===== src/hdl/assert_macros.svh =====
// assertion macros shared by the governor modules
// no dependencies; each macro checks one clocked implication with async reset gating
`ifndef ASSERT_MACROS_SVH
`define ASSERT_MACROS_SVH

// same-cycle implication
`define ASSERT_IMPLIES(label, clk, rst_n, ante, cons) \
	label: assert property (@(posedge clk) disable iff (!(rst_n)) (ante) |-> (cons)) \
		else $error("implication check failed");

// next-cycle implication
`define ASSERT_NEXT(label, clk, rst_n, ante, cons) \
	label: assert property (@(posedge clk) disable iff (!(rst_n)) (ante) |=> (cons)) \
		else $error("next-cycle check failed");

`endif


===== src/hdl/ccedf_pkg.sv =====
// shared constants and controller/datapath interface types for the governor
// no dependencies
`timescale 1ns / 1ps
`default_nettype none

package ccedf_pkg;

	localparam int CFG_W              = 5;
	localparam int SLOT_W             = 4;
	localparam int TIME_W             = 16;
	localparam int LEVEL_W            = 3;
	localparam int TENTHS_W           = 4;
	localparam int REQ_UTIL_W         = 21;
	localparam int FULL_TENTHS        = 10;
	localparam int SLOWEST_TENTHS     = 4;
	localparam int TASK_SLOTS_DEF     = 16;
	localparam int UTIL_FRAC_BITS_DEF = 16;

	localparam logic [CFG_W-1:0] TASK_COUNT_RST = 5'd16;

	// commands from controller to datapath
	typedef struct packed {
		logic load;
		logic div_step;
		logic write;
		logic sum_issue;
		logic commit;
		logic pick;
	} cmd_t;

	// status from datapath to controller
	typedef struct packed {
		logic err;
		logic sat;
		logic sweep_last;
	} sts_t;

endpackage

`default_nettype wire


===== src/hdl/ccedf_speed_governor.sv =====
// top level of the cycle-conserving edf speed governor
// depends on ccedf_pkg, ccedf_ctrl, ccedf_dp and assert_macros.svh
`timescale 1ns / 1ps
`default_nettype none
`include "assert_macros.svh"

// usage
//  - an item (release or completion event) is taken on a rising edge with start high and
//    busy low; start while busy is ignored
//  - release and completion items update the slot the same way, so mode only labels the item
//  - each item gives one result, shown for exactly one cycle with done high; the receiver
//    cannot stall, so results must be captured on that cycle
//  - steps from the accepting edge to the done cycle:
//      rejected item (bad slot or zero period): check, pick
//      saturated item (time at or above period): check, write, sweep, drain, commit, pick
//      other items: check, divide, write, sweep, drain, commit, pick
//    where the sweep reads the N active slots (min of task_count and TASK_SLOTS)
//  - the serial divider (one quotient bit a cycle) and the slot sweep (one memory read a
//    cycle through the single read port) do the divide and sweep steps
//  - busy falls in the done cycle, so the next item may be taken there; no new item is
//    taken while an earlier item is still in work
//  - write task_count through cfg_wr_en / cfg_wr_data while idle; nothing enforces it
//  - reset: task_count returns to 16, all utilizations read as zero through per-slot
//    valid bits, the running total is zero; no clearing pass is needed

module ccedf_speed_governor #(
	parameter int TASK_SLOTS     = ccedf_pkg::TASK_SLOTS_DEF,
	parameter int UTIL_FRAC_BITS = ccedf_pkg::UTIL_FRAC_BITS_DEF
) (
	input  wire                                  clk,
	input  wire                                  arst_n,
	// config register
	input  wire                                  cfg_wr_en,
	input  wire  [ccedf_pkg::CFG_W-1:0]          cfg_wr_data,
	// item in
	input  wire                                  start,
	input  wire                                  mode,
	input  wire  [ccedf_pkg::SLOT_W-1:0]         task_slot,
	input  wire  [ccedf_pkg::TIME_W-1:0]         exec_time,
	input  wire  [ccedf_pkg::TIME_W-1:0]         task_period,
	output logic                                 busy,
	// result out
	output logic                                 done,
	output logic [ccedf_pkg::LEVEL_W-1:0]        freq_level,
	output logic [ccedf_pkg::TENTHS_W-1:0]       speed_tenths,
	output logic [ccedf_pkg::REQ_UTIL_W-1:0]     util_demand,
	output logic                                 error
);

	// command and status between sequencer and datapath
	ccedf_pkg::cmd_t cmd;
	ccedf_pkg::sts_t sts;

	// sequencer: check, divide, write, sweep, commit, pick
	ccedf_ctrl #(
		.UTIL_FRAC_BITS (UTIL_FRAC_BITS)
	) u_ctrl (
		.clk    (clk),
		.arst_n (arst_n),
		.start  (start),
		.sts    (sts),
		.cmd    (cmd),
		.busy   (busy),
		.done   (done)
	);

	// datapath: divider, utilization store, accumulator and speed choice
	ccedf_dp #(
		.TASK_SLOTS     (TASK_SLOTS),
		.UTIL_FRAC_BITS (UTIL_FRAC_BITS)
	) u_dp (
		.clk           (clk),
		.arst_n        (arst_n),
		.cfg_wr_en     (cfg_wr_en),
		.cfg_wr_data   (cfg_wr_data),
		.task_slot     (task_slot),
		.exec_time     (exec_time),
		.task_period   (task_period),
		.cmd           (cmd),
		.sts           (sts),
		.freq_level    (freq_level),
		.speed_tenths  (speed_tenths),
		.util_demand   (util_demand),
		.error         (error)
	);

	// an accepted item carries no unknown bits
	`ASSERT_IMPLIES(a_item_known, clk, arst_n, start && !busy, !$isunknown({mode, task_slot, exec_time, task_period}))

endmodule

`default_nettype wire


===== src/hdl/ccedf_ctrl.sv =====
// sequencing state machine for the governor
// depends on ccedf_pkg and assert_macros.svh
`timescale 1ns / 1ps
`default_nettype none
`include "assert_macros.svh"

module ccedf_ctrl #(
	parameter int UTIL_FRAC_BITS = ccedf_pkg::UTIL_FRAC_BITS_DEF
) (
	input  wire              clk,
	input  wire              arst_n,
	input  wire              start,
	input  ccedf_pkg::sts_t  sts,
	output ccedf_pkg::cmd_t  cmd,
	output logic             busy,
	output logic             done
);

	localparam int DCW = $clog2(UTIL_FRAC_BITS);
	localparam logic [DCW-1:0] DIV_LAST = DCW'(UTIL_FRAC_BITS - 1);

	typedef enum logic [2:0] {
		S_IDLE,
		S_CHECK,
		S_DIV,
		S_WRITE,
		S_SUM,
		S_DRAIN,
		S_COMMIT,
		S_PICK
	} state_t;

	state_t          state_q;
	logic [DCW-1:0]  div_cnt_q;
	logic            busy_q;
	logic            done_q;

	always_ff @(posedge clk or negedge arst_n) begin
		if (!arst_n) begin
			state_q   <= S_IDLE;
			div_cnt_q <= '0;
			busy_q    <= 1'b0;
			done_q    <= 1'b0;
		end else begin
			done_q <= 1'b0;
			case (state_q)
				S_IDLE: begin
					if (start) begin
						state_q <= S_CHECK;
						busy_q  <= 1'b1;
					end
				end
				S_CHECK: begin
					div_cnt_q <= '0;
					if (sts.err) begin
						state_q <= S_PICK;
					end else if (sts.sat) begin
						state_q <= S_WRITE;
					end else begin
						state_q <= S_DIV;
					end
				end
				S_DIV: begin
					div_cnt_q <= div_cnt_q + 1'b1;
					if (div_cnt_q == DIV_LAST) begin
						state_q <= S_WRITE;
					end
				end
				S_WRITE: begin
					state_q <= S_SUM;
				end
				S_SUM: begin
					if (sts.sweep_last) begin
						state_q <= S_DRAIN;
					end
				end
				S_DRAIN: begin
					state_q <= S_COMMIT;
				end
				S_COMMIT: begin
					state_q <= S_PICK;
				end
				S_PICK: begin
					state_q <= S_IDLE;
					busy_q  <= 1'b0;
					done_q  <= 1'b1;
				end
				default: begin
					state_q <= S_IDLE;
					busy_q  <= 1'b0;
				end
			endcase
		end
	end

	always_comb begin
		cmd           = '0;
		cmd.load      = (state_q == S_IDLE) && start;
		cmd.div_step  = (state_q == S_DIV);
		cmd.write     = (state_q == S_WRITE);
		cmd.sum_issue = (state_q == S_SUM);
		cmd.commit    = (state_q == S_COMMIT);
		cmd.pick      = (state_q == S_PICK);
	end

	assign busy = busy_q;
	assign done = done_q;

	`ASSERT_IMPLIES(a_done_not_busy, clk, arst_n, done_q, !busy_q)
	`ASSERT_NEXT(a_start_sets_busy, clk, arst_n, start && !busy_q, busy_q && !done_q)

endmodule

`default_nettype wire


===== src/hdl/ccedf_dp.sv =====
// datapath: serial divider, utilization memory, sweep accumulator, speed pick
// depends on ccedf_pkg and assert_macros.svh
`timescale 1ns / 1ps
`default_nettype none
`include "assert_macros.svh"

module ccedf_dp #(
	parameter int TASK_SLOTS     = ccedf_pkg::TASK_SLOTS_DEF,
	parameter int UTIL_FRAC_BITS = ccedf_pkg::UTIL_FRAC_BITS_DEF
) (
	input  wire                                  clk,
	input  wire                                  arst_n,
	input  wire                                  cfg_wr_en,
	input  wire  [ccedf_pkg::CFG_W-1:0]          cfg_wr_data,
	input  wire  [ccedf_pkg::SLOT_W-1:0]         task_slot,
	input  wire  [ccedf_pkg::TIME_W-1:0]         exec_time,
	input  wire  [ccedf_pkg::TIME_W-1:0]         task_period,
	input  ccedf_pkg::cmd_t                      cmd,
	output ccedf_pkg::sts_t                      sts,
	output logic [ccedf_pkg::LEVEL_W-1:0]        freq_level,
	output logic [ccedf_pkg::TENTHS_W-1:0]       speed_tenths,
	output logic [ccedf_pkg::REQ_UTIL_W-1:0]     util_demand,
	output logic                                 error
);

	localparam int UF     = UTIL_FRAC_BITS;
	localparam int IDX_W  = (TASK_SLOTS > 1) ? $clog2(TASK_SLOTS) : 1;
	localparam int CNT_W  = $clog2(TASK_SLOTS + 1);
	localparam int CMP_W  = (CNT_W > ccedf_pkg::CFG_W) ? CNT_W : ccedf_pkg::CFG_W;
	localparam int TOT_W  = UF + 1 + $clog2(TASK_SLOTS);
	localparam int MW     = TOT_W + 4;
	localparam int REM_W  = ccedf_pkg::TIME_W + 1;
	localparam int REQ_W  = ccedf_pkg::REQ_UTIL_W;

	localparam logic [UF:0] UTIL_ONE = {1'b1, {UF{1'b0}}};

	// config and latched item
	logic [ccedf_pkg::CFG_W-1:0]  task_count_q;
	logic [CMP_W-1:0]             slot_q;
	logic [ccedf_pkg::TIME_W-1:0] period_q;
	logic                         err_q;
	logic                         sat_q;

	// divider
	logic [REM_W-1:0] rem_q;
	logic [UF:0]      quot_q;
	logic [REM_W-1:0] rem_shl;
	logic             quot_bit;

	// utilization store
	logic [UF:0]            util_mem [TASK_SLOTS];
	logic [TASK_SLOTS-1:0]  valid_q;
	logic [CMP_W-1:0]       ptr_q;
	logic [IDX_W-1:0]       rd_addr;
	logic [IDX_W-1:0]       wr_addr;
	logic [UF:0]            rd_data_s1;
	logic                   rd_hit_s1;
	logic                   rd_vld_s1;

	// sums and result
	logic [CMP_W-1:0]  eff_cnt;
	logic [TOT_W-1:0]  acc_q;
	logic [TOT_W-1:0]  total_q;
	logic [MW-1:0]     ten_sum;
	logic [ccedf_pkg::LEVEL_W-1:0] level;
	logic [TOT_W+REQ_W-1:0]        total_ext;

	logic [ccedf_pkg::LEVEL_W-1:0]  level_q;
	logic [ccedf_pkg::TENTHS_W-1:0] tenths_q;
	logic [REQ_W-1:0]               req_q;
	logic                           error_q;

	// slots beyond the store act as the store size
	assign eff_cnt = (CMP_W'(task_count_q) >= CMP_W'(TASK_SLOTS)) ?
		CMP_W'(TASK_SLOTS) : CMP_W'(task_count_q);

	always_ff @(posedge clk or negedge arst_n) begin
		if (!arst_n) begin
			task_count_q <= ccedf_pkg::TASK_COUNT_RST;
		end else if (cfg_wr_en) begin
			task_count_q <= cfg_wr_data;
		end
	end

	// item latch and error / saturation checks
	always_ff @(posedge clk) begin
		if (cmd.load) begin
			slot_q   <= CMP_W'(task_slot);
			period_q <= task_period;
			err_q    <= (CMP_W'(task_slot) >= eff_cnt) || (task_period == '0);
			sat_q    <= (exec_time >= task_period);
		end
	end

	// restoring division, one quotient bit per step; time below period here
	assign rem_shl  = {rem_q[REM_W-2:0], 1'b0};
	assign quot_bit = (rem_shl >= REM_W'(period_q));

	always_ff @(posedge clk) begin
		if (cmd.load) begin
			rem_q  <= REM_W'(exec_time);
			quot_q <= (exec_time >= task_period) ? UTIL_ONE : '0;
		end else if (cmd.div_step) begin
			rem_q  <= quot_bit ? (rem_shl - REM_W'(period_q)) : rem_shl;
			quot_q <= {quot_q[UF-1:0], quot_bit};
		end
	end

	assign wr_addr = slot_q[IDX_W-1:0];
	assign rd_addr = ptr_q[IDX_W-1:0];

	always_ff @(posedge clk) begin
		if (cmd.write) begin
			util_mem[wr_addr] <= quot_q;
		end
		rd_data_s1 <= util_mem[rd_addr];
	end

	// entries never written read as zero
	always_ff @(posedge clk or negedge arst_n) begin
		if (!arst_n) begin
			valid_q   <= '0;
			rd_hit_s1 <= 1'b0;
			rd_vld_s1 <= 1'b0;
			ptr_q     <= '0;
		end else begin
			if (cmd.write) begin
				valid_q[wr_addr] <= 1'b1;
			end
			rd_hit_s1 <= valid_q[rd_addr];
			rd_vld_s1 <= cmd.sum_issue;
			if (cmd.write) begin
				ptr_q <= '0;
			end else if (cmd.sum_issue) begin
				ptr_q <= ptr_q + 1'b1;
			end
		end
	end

	assign sts.err        = err_q;
	assign sts.sat        = sat_q;
	assign sts.sweep_last = ((ptr_q + 1'b1) == eff_cnt);

	always_ff @(posedge clk or negedge arst_n) begin
		if (!arst_n) begin
			acc_q   <= '0;
			total_q <= '0;
		end else begin
			if (cmd.write) begin
				acc_q <= '0;
			end else if (rd_vld_s1 && rd_hit_s1) begin
				acc_q <= acc_q + TOT_W'(rd_data_s1);
			end
			if (cmd.commit) begin
				total_q <= acc_q;
			end
		end
	end

	// slowest speed with 10*sum <= tenths*one, else full speed
	assign ten_sum = (MW'(total_q) << 3) + (MW'(total_q) << 1);

	always_comb begin
		level = '0;
		for (int t = ccedf_pkg::FULL_TENTHS; t >= ccedf_pkg::SLOWEST_TENTHS; t--) begin
			if (ten_sum <= (MW'(t) << UF)) begin
				level = ccedf_pkg::LEVEL_W'(ccedf_pkg::FULL_TENTHS - t);
			end
		end
	end

	assign total_ext = {{REQ_W{1'b0}}, total_q};

	always_ff @(posedge clk) begin
		if (cmd.pick) begin
			level_q  <= level;
			tenths_q <= ccedf_pkg::TENTHS_W'(ccedf_pkg::FULL_TENTHS) -
				ccedf_pkg::TENTHS_W'(level);
			req_q    <= total_ext[REQ_W-1:0];
			error_q  <= err_q;
		end
	end

	assign freq_level    = level_q;
	assign speed_tenths  = tenths_q;
	assign util_demand   = req_q;
	assign error         = error_q;

	`ASSERT_IMPLIES(a_write_only_valid, clk, arst_n, cmd.write, !err_q && (slot_q < eff_cnt))
	`ASSERT_IMPLIES(a_div_not_sat, clk, arst_n, cmd.div_step, !sat_q && !err_q)

endmodule

`default_nettype wire


===== config.mk =====
export PLATFORM = sky130hd
export DESIGN_NAME = ccedf_speed_governor
export DESIGN_NICKNAME = d
export VERILOG_FILES = /design/src/hdl/ccedf_pkg.sv /design/src/hdl/ccedf_speed_governor.sv /design/src/hdl/ccedf_ctrl.sv /design/src/hdl/ccedf_dp.sv
export VERILOG_INCLUDE_DIRS = /design/src /design/src/hdl
export SDC_FILE = /design/constraint.sdc
export NUM_CORES = 1
export LEC_CHECK = 0
export BUFFER_PORTS_ARGS = -buffer_cell sky130_fd_sc_hd__buf_2
export CAP_MARGIN = 0
export CORE_UTILIZATION = 38
export DETAILED_ROUTE_END_ITERATION = 8
export GPL_TIMING_DRIVEN = 0
export SLEW_MARGIN = 15
export SYNTH_ARGS = -nofsm -noshare
export SYNTH_HDL_FRONTEND = slang
export SYNTH_SLANG_ARGS = --single-unit
export TNS_END_PERCENT = 10

===== constraint.sdc =====
create_clock -name clk -period 11.8 [get_ports clk]
set_clock_uncertainty 0.05 [all_clocks]
set_input_delay 2.95 -clock clk [delete_from_list [all_inputs] [get_ports clk]]
set_output_delay 2.95 -clock clk [all_outputs]
set_load 0.05 [all_outputs]

==> results.txt, run 1 <==
The relative slew slack came out at 24.1%. The arithmetic-cell share of the synthesized area counting full adders, half adders and majority gates came out at ~4.9%. In the post-synthesis netlist, the cell with the most instances is sky130_fd_sc_hd__edfxtp_1. The actual transition at the worst max-transition pin is about 1.1 ns. The cell leakage power came out at 8.60 nW. For this run, design rule violations remaining after detail routing come to 0.

Counting instances in the post-synthesis netlist gives the leading cell types as sky130_fd_sc_hd__edfxtp_1, sky130_fd_sc_hd__mux4_2, sky130_fd_sc_hd__dfrtp_1, sky130_fd_sc_hd__ha_1, sky130_fd_sc_hd__inv_1. The data arrival time of the critical path came out at between 5 and 6 ns. The core box area came out at about 53000 sq um. The met3 track demand over resource in global routing came out at roughly 3.2%. From synthesis to final layout, the design area changed by 15.4%. Measured on the finished design, the core utilization comes to about 44%. Setup repair after global routing left no endpoint under its margin. The total number of yosys warnings came out at 0. In this run the worst path has a maximum fanout of 3. The netlist area before placement is 20300 sq um.

The area fraction in and, or, nand and nor cells after synthesis came out at about 8.0%. The average routed wire per standard cell is roughly 21 um. The floorplan die width is roughly 230 um.

Counting flops and latches in the post-synthesis netlist gives roughly 450. The maximum number of buffers from clock root to sink came out at 3. The buffer count from post-CTS setup fixing is 0. By area, the combinational part of the netlist is dominated by multiplexers. The sum of internal, switching and leakage power came out at just under 6 mW. The number of global-route vias before repair came out at between 10000 and 15000. The routed via count divided by cell count is around 5.4.

The met1 usage in global routing is between 20 and 25%. Setup violations remaining at the end of the flow were counted as 0. The placed wire-length estimate is 31.3 mm. The total number of vias is between 10000 and 15000.

The final layout contains 1599 nets. The type of origin of the critical path is an input pin. After synthesis, the share of flip-flops with an asynchronous set or reset is between 10% and 20%.

The area enclosed by the die boundary came out at approximately 54000 sq um. The number of gates resized after CTS was 0. Of the post-synthesis cell area, the part taken by muxes is around an eighth. Entering global routing, the biggest net connects roughly 50 pins.

The first-pass GRT wire length is 72.4 mm. The longest individual stage delay on the worst path came out at 0.66 ns. The maximum clock frequency is approximately 190 MHz. The synthesized design spends more area on one cell type than any other, namely sky130_fd_sc_hd__edfxtp_1. The total track usage came out at about 18%. The critical path is of the input pin to register type. Leaving out filler cells and counting taps, the final layout contains between 2000 and 2500. After clock tree synthesis, the flow added hold-fix buffers numbering 0. The cell that appears most often on the critical path is sky130_fd_sc_hd__nand2b_1.

The die extent in y is between 200 and 250 um. The run finished with clean final reports. The hold violation total from the final report is 0. The worst setup path is captured at a register. The clock-pin transition on the worst setup and hold timing paths is 0.06 ns.

The share of layout cells above drive strength 1 is between 20% and 30%. The clock latency on the worst-skew pair is between 0.5 and 0.6 ns. The final total negative setup slack is 0 ns.

In this run the biggest area consumer among cell types represents between 50% and 60% of the synthesized area. TritonCTS built the clock tree. The time the worst path needs with I/O delays and setup is about 5.3 ns. met2 is the most crowded layer.

For this design, the slowest cell found on the critical path is sky130_fd_sc_hd__a2111oi_0. The number of antenna violations at the first check in global routing is 2. The aggregate global routing overflow is 0. The last weighted congestion value of the routability-driven placer came out at 0.841. The tightest min-delay check is of the register to register type. The starting density of the core came out at a little under 40%. The number of I/O pins came out at 77. Counting tap cells, the placed design contains a total of 2113 instances.

The tool flagged a number of max-cap violations equal to 0. The maximum ir drop on the vdd rail came out at between 0.1 and 0.15 mV. For this run, the leading register cell type out of synthesis is sky130_fd_sc_hd__edfxtp_1.

The number of nets handed over by synthesis was about 1500. Ranked by total cell area, the synthesized netlist is headed by sky130_fd_sc_hd__edfxtp_1, sky130_fd_sc_hd__mux4_2, sky130_fd_sc_hd__dfrtp_1. Of the total synthesized cell area, the portion taken by XOR and XNOR cells is approximately 1.7%. For this block, the initial DRC count from the detailed router was approximately 980. The count of flip-flops with a built-in enable after synthesis came out at approximately 360. The count of nets left with antenna violations once routing finished came out at 0. The number of detailed-routing iterations run before antenna repair came out at 5.

Input and output buffers added on the ports amount to 75. The layout has 4602 filler cells. The data required time at the worst endpoint came out at about 12 ns.

The number of cells produced by synthesis came out at around 1300. The fraction of met2 tracks used by global routing came out at 30.3%. The number of H-tree levels is 2.

The sequential share of the synthesized area is 64.0%. CTS placed an instance of sky130_fd_sc_hd__clkbuf_16 at the clock tree root. Row generation in the floorplan step produced 84 rows. Synthesis instantiated 75 different standard cells from the library.

The clock drives 451 sinks. The final routed wirelength across all metal layers is between 40 and 50 mm. The complex-gate fraction of the synthesized area is under 10%. The number of buffers added by the clock tree synthesis step is 48. The final cycle utilization of the critical path came out at around 45%. The worst hold margin is about 0.4 ns. The synthesized area per cell came out at 15.1 sq um.

Walking the worst path, the cells encountered are buf_2 -> ha_1 -> nand2b_1 -> a21o_1 -> a21oi_1 -> nor2b_1 -> o21ai_0 -> nand2b_1 -> a2111oi_0 -> o311ai_0 -> mux2_2. The power density over the cells is ~250 nW/um^2. The final number of max-transition violations came out at 0.
==> per-stage QoR <==
stage,setup slack (ns),instance area [sq um]
final,6.52,23400
after detailed placement,5.95,21700
after global placement,5.90,21500
after CTS,6.55,23400
after floorplan,6.79,20300
after global routing,6.35,23400
==> layout by cell type (no fill, tap or decap), drive strengths merged, types with 28 or more instances in the layout <==
master,count
edfxtp,355
clkbuf,102
buf,94
mux4,90
dfrtp,78
ha,75
inv,71
a21oi,65
nand2,61
nor2,60
o21ai,56
mux2,28
==> sequential cells by signal (all words and copies together), names as in the netlist, 5 cells and up <==
name	flops
u_dp.acc_q	21
u_dp.period_q	16
u_dp.ptr_q	5
u_dp.quot_q	17
u_dp.rd_data_s1	17
u_dp.rem_q	16
u_dp.task_count_q	5
u_dp.total_q	21
u_dp.util_demand	21
u_dp.util_mem	272
u_dp.valid_q	16
==> kinds of logic after synthesis <==
kind of cell,after synthesis
buf+inv,114
mux,128
simple gates,306
xor+xnor,40
compound gates,223
fa+ha+maj,78
flops,451
==> worst max-delay path, delay by kind of cell <==
kind                     cells  cell delay [ns]
AO/OA/AOI/OAI                5             1.56
buffers and inverters        1             0.14
multiplexers                 1             0.38
AND/OR/NAND/NOR              3             0.27
adder cells (fa/ha/maj)      1             0.26
==> layout make-up <==
cell class / count / area [sq um] / share of cell area (%)
antenna: 1 / 2.50 / 0.0107
buffer: 45 / 189 / 0.807
clock buffer: 66 / 1340 / 5.72
clock inverter: 23 / 307 / 1.31
inverter: 69 / 259 / 1.11
multi-input combinational: 775 / 6970 / 29.8
sequential: 451 / 13000 / 55.5
tap: 688 / 861 / 3.68
timing repair buffer: 85 / 497 / 2.12
==> report_power, final <==
group / leakage, nW / switching (mW) / internal [mW]
clock: 0.789 / 0.625 / 0.931
combinational: 3.45 / 1.15 / 0.850
sequential: 4.37 / 0.193 / 2.05
total: 8.60 / 1.97 / 3.83
==> per-layer routing <==
metal	share of wire (%)	vias to the layer above
li1	-	5476
met1	43	6096
met2	50	301
met3	4.7	63
met4	2.2	0
met5	0	-
==> final timing paths <==
path,start,endpoint,slack [ns],depth (start not counted)
worst max-delay path,task_period[0],u_dp.quot_q[16]$_DFFE_PP_,6.52,11
worst min-delay path,u_dp.valid_q[2]$_DFFE_PN0P_,u_dp.valid_q[2]$_DFFE_PN0P_,0.41,1
worst max register to register,u_dp.total_q[2]$_DFFE_PN0P_,u_dp.speed_tenths[2]$_DFFE_PP_,7.46,13
worst min register to register,u_dp.valid_q[2]$_DFFE_PN0P_,u_dp.valid_q[2]$_DFFE_PN0P_,0.41,1
max in group asynchronous,arst_n,u_dp.task_count_q[4]$_DFFE_PN1P_,8.78,2
min in group asynchronous,arst_n,u_dp.acc_q[1]$_DFFE_PN0P_,2.27,1
(Power assumes the default switching activity.)
==> inputs of run 2 (changes only) <==
- clock period: 11.8 -> 4.4 ns (I/O delays scaled with it)
==> results.txt, run 2 (same netlist as run 1, synthesis figures left out) <==
The flow ran to the end, and the final reports show no timing, DRC or antenna violations. The number of global-route vias before repair is 12358 (-0.040%). Timing would allow up to roughly 250 MHz. The total number of vias came out at 11920 (-0.13%). The placement row count is 84 (unchanged). TritonCTS built the clock tree. The actual transition at the worst max-transition pin was 1.14 ns (+0.00502 ns). The number of I/O pins is 77 (unchanged). The sum of internal, switching and leakage power came out at 15.6 mW (+170%).

The number of buffers added by the clock tree synthesis step came out at 48 (unchanged). The first-pass GRT wire length came out at 72.4 mm (about the same). The top cell types in the final layout, fill and taps aside, are sky130_fd_sc_hd__edfxtp_1, sky130_fd_sc_hd__mux4_2, sky130_fd_sc_hd__dfrtp_1. The count of max-cap constraint violations is 0 (unchanged).

The final routed wirelength across all metal layers is 46.3 mm (about the same). The core box area came out at 52700 sq um (unchanged). The final total negative setup slack came to 0 ns (unchanged). The starting density of the core was 38.5% (unchanged). The power density over the cells came out at 667 nW/um^2 (+170%). The startpoint identified for the worst hold timing path is u_dp.valid_q[2]$_DFFE_PN0P_. The DRC violation total after the first TritonRoute iteration is 987 (+0.82%). In this run the critical register-to-register path is launched from u_dp.total_q[0]$_DFFE_PN0P_. The placed wire-length estimate is 31.3 mm (unchanged). Setup repair after global routing left no endpoint under its margin. The antenna diode count came out at 0 (-1). The count of unresolved DRC violations after routing came out at 0 (unchanged).

The fraction of power consumed by sequential logic is 38.5% (-0.2 points). The endpoint class of the critical path is a register. The data required time at the worst endpoint is 4.68 ns (-7.41 ns). The count of clock tree sinks came out at 451 (unchanged).

The number of H-tree levels is 2 (unchanged). The combined area of the multi-input logic cells is 7010 sq um (+0.61%). STA classifies the critical path startpoint as a register.

The net switching power figure came out at 5.33 mW (+170%). In this run the worst setup path begins at u_dp.total_q[0]$_DFFE_PN0P_. The clock latency on the worst-skew pair is 0.59 ns (about the same). The clock-pin transition on the worst setup and hold timing paths is 0.06 ns (about the same).

The cell leakage power came out at 8.61 nW (about the same). The area of all placed cells without fillers came to 23400 sq um (+0.18%). The number of fill cells came out at 4596 (-0.13%). The hold violation total from the final report came out at 0 (unchanged). The maximum ir drop on the vdd rail came to 0.322 mV (+170%). The relative slew slack came to 23.7% (-0.33 points). The number of nets still failing antenna checks after routing came out at 0 (unchanged).

The number of flip-flops under the largest register name was 272 (unchanged). The total track usage came out at 17.7% (about the same). The path type of the worst setup path is register to register. The worst reg-to-reg setup slack came out at 0.37 ns (-7.09 ns). The register with the most flip-flops in the final layout is u_dp.util_mem. The die extent in y is 233 um (unchanged). The switching portion of total power is 34.1% (+0.10 points). The final number of max-transition violations is 0 (unchanged). The maximum number of buffers from clock root to sink is 3 (unchanged). The final cycle utilization of the critical path came out at 91.5%.

The register area came out at 13000 sq um (about the same). The quantity of I/O buffers inserted on ports is 75 (unchanged). The clock tree root driver cell is sky130_fd_sc_hd__clkbuf_16. The routed via count divided by cell count came out at 5.41 (about the same). The post-layout net count is 1599 (unchanged). The time the worst path needs with I/O delays and setup is around 4.0 ns.

The setup violation total in the final timing report came out at 0 (unchanged). The layout overhead on the synthesized area came out at 15.6%. The average routed wire per standard cell is 21.0 um (about the same). The data arrival time of the critical path was 4.30 ns (-1.26 ns). The area enclosed by the die boundary came out at 54300 sq um (unchanged).

The most common library cell in the layout ignoring fill and taps is sky130_fd_sc_hd__edfxtp_1. The post-detailed-placement cell area is 21700 sq um (unchanged). The last weighted congestion value of the routability-driven placer came out at 0.841 (unchanged).

The number of antenna violations at the first check in global routing was 2 (unchanged). The internal power contribution came to 10.3 mW (+170%). The share of layout cells above drive strength 1 came out at 22.7% (+0.46 points). The largest fanout on the critical path is 6 (+3). The floorplan die width came out at 233 um (unchanged).

The pin count of the biggest net entering global routing came out at 49 (unchanged). The portion of total power attributed to the clock network came to 26.7% (about the same). The part of the total power dissipated in combinational logic is 34.8% (+0.3 points). The aggregate global routing overflow was 0 (unchanged). The number of detailed-routing iterations run before antenna repair is 5 (unchanged). The path category of the worst min-delay check is register to register.
## run 2: changes by cell type in the layout (fill, tap and decap cells not counted), sizes merged
cell   previous run  this run
diode             1         0
## run 2: final cells by class
cell class,count,area share (%)
flip-flops and latches,451,55.4
multi-input cells,775,29.9
clock buffers,66,5.71
well taps,688,3.67
repair buffers,85,2.12
clock inverters,23,1.31
inverters,69,1.10
plain buffers,45,0.806
## run 2: path summary, 6_finish.rpt
path                                               endpoint  cells after the start
min                             u_dp.valid_q[2]$_DFFE_PN0P_                      1
max reg2reg                  u_dp.speed_tenths[2]$_DFFE_PP_                     14
max                          u_dp.speed_tenths[2]$_DFFE_PP_                     14
min reg2reg                     u_dp.valid_q[2]$_DFFE_PN0P_                      1
max in group asynchronous  u_dp.task_count_q[4]$_DFFE_PN1P_                      2
min in group asynchronous         u_dp.acc_q[1]$_DFFE_PN0P_                      1
## run 2: timing repair
action	in CTS	in global routing
buffers inserted	0	0
hold buffers	0	0
pin swaps	0	5
gates resized for setup	1	8
endpoints found under the setup margin	1	2
## run 2: critical path, cell delays in order (launching register included)
cell and delay (ns):
sky130_fd_sc_hd__dfrtp_1 0.39, sky130_fd_sc_hd__ha_1 0.18, sky130_fd_sc_hd__inv_1 0.05, sky130_fd_sc_hd__fa_1 0.41, sky130_fd_sc_hd__nand2b_1 0.21, sky130_fd_sc_hd__a221oi_2 0.33
sky130_fd_sc_hd__o21a_1 0.30, sky130_fd_sc_hd__or4bb_1 0.44, sky130_fd_sc_hd__a21oi_2 0.16, sky130_fd_sc_hd__nand4_2 0.18, sky130_fd_sc_hd__or2_4 0.31, sky130_fd_sc_hd__a211o_1 0.27
sky130_fd_sc_hd__a21oi_1 0.22, sky130_fd_sc_hd__ha_1 0.20, sky130_fd_sc_hd__xor2_1 0.07
## run 2: layer usage
metal,vias up,global-route usage (%),wire (um)
li1,5470,-,-
met1,6107,23.1,19900
met2,278,30.3,23100
met3,63,3.19,2160
met4,2,4.86,1020
met5,-,0,13
## run 2: through the flow
stage	hold slack (ns)	instances	util (%)	setup WS [ns]
2_1_floorplan	0.384	1340	-	0.707
3_3_place_gp	0.396	2103	40.9	-0.822
3_5_place_dp	0.397	2113	41.3	-0.000988
4_1_cts	0.402	2202	44.4	0.0997
5_1_grt	0.422	2202	44.5	0.0701
6_report	0.412	2202	44.5	0.372
## run 2: power groups by stage
stage | Clock (mW) | Sequential, mW | Combinational (mW)
floorplan | 0 | 6.16 | 3.81
global placement | 0 | 6.08 | 5.21
detailed placement | 0 | 6.11 | 5.35
CTS | 4.26 | 6.03 | 5.38
global route | 4.42 | 6.12 | 5.98
finish | 4.18 | 6.02 | 5.44
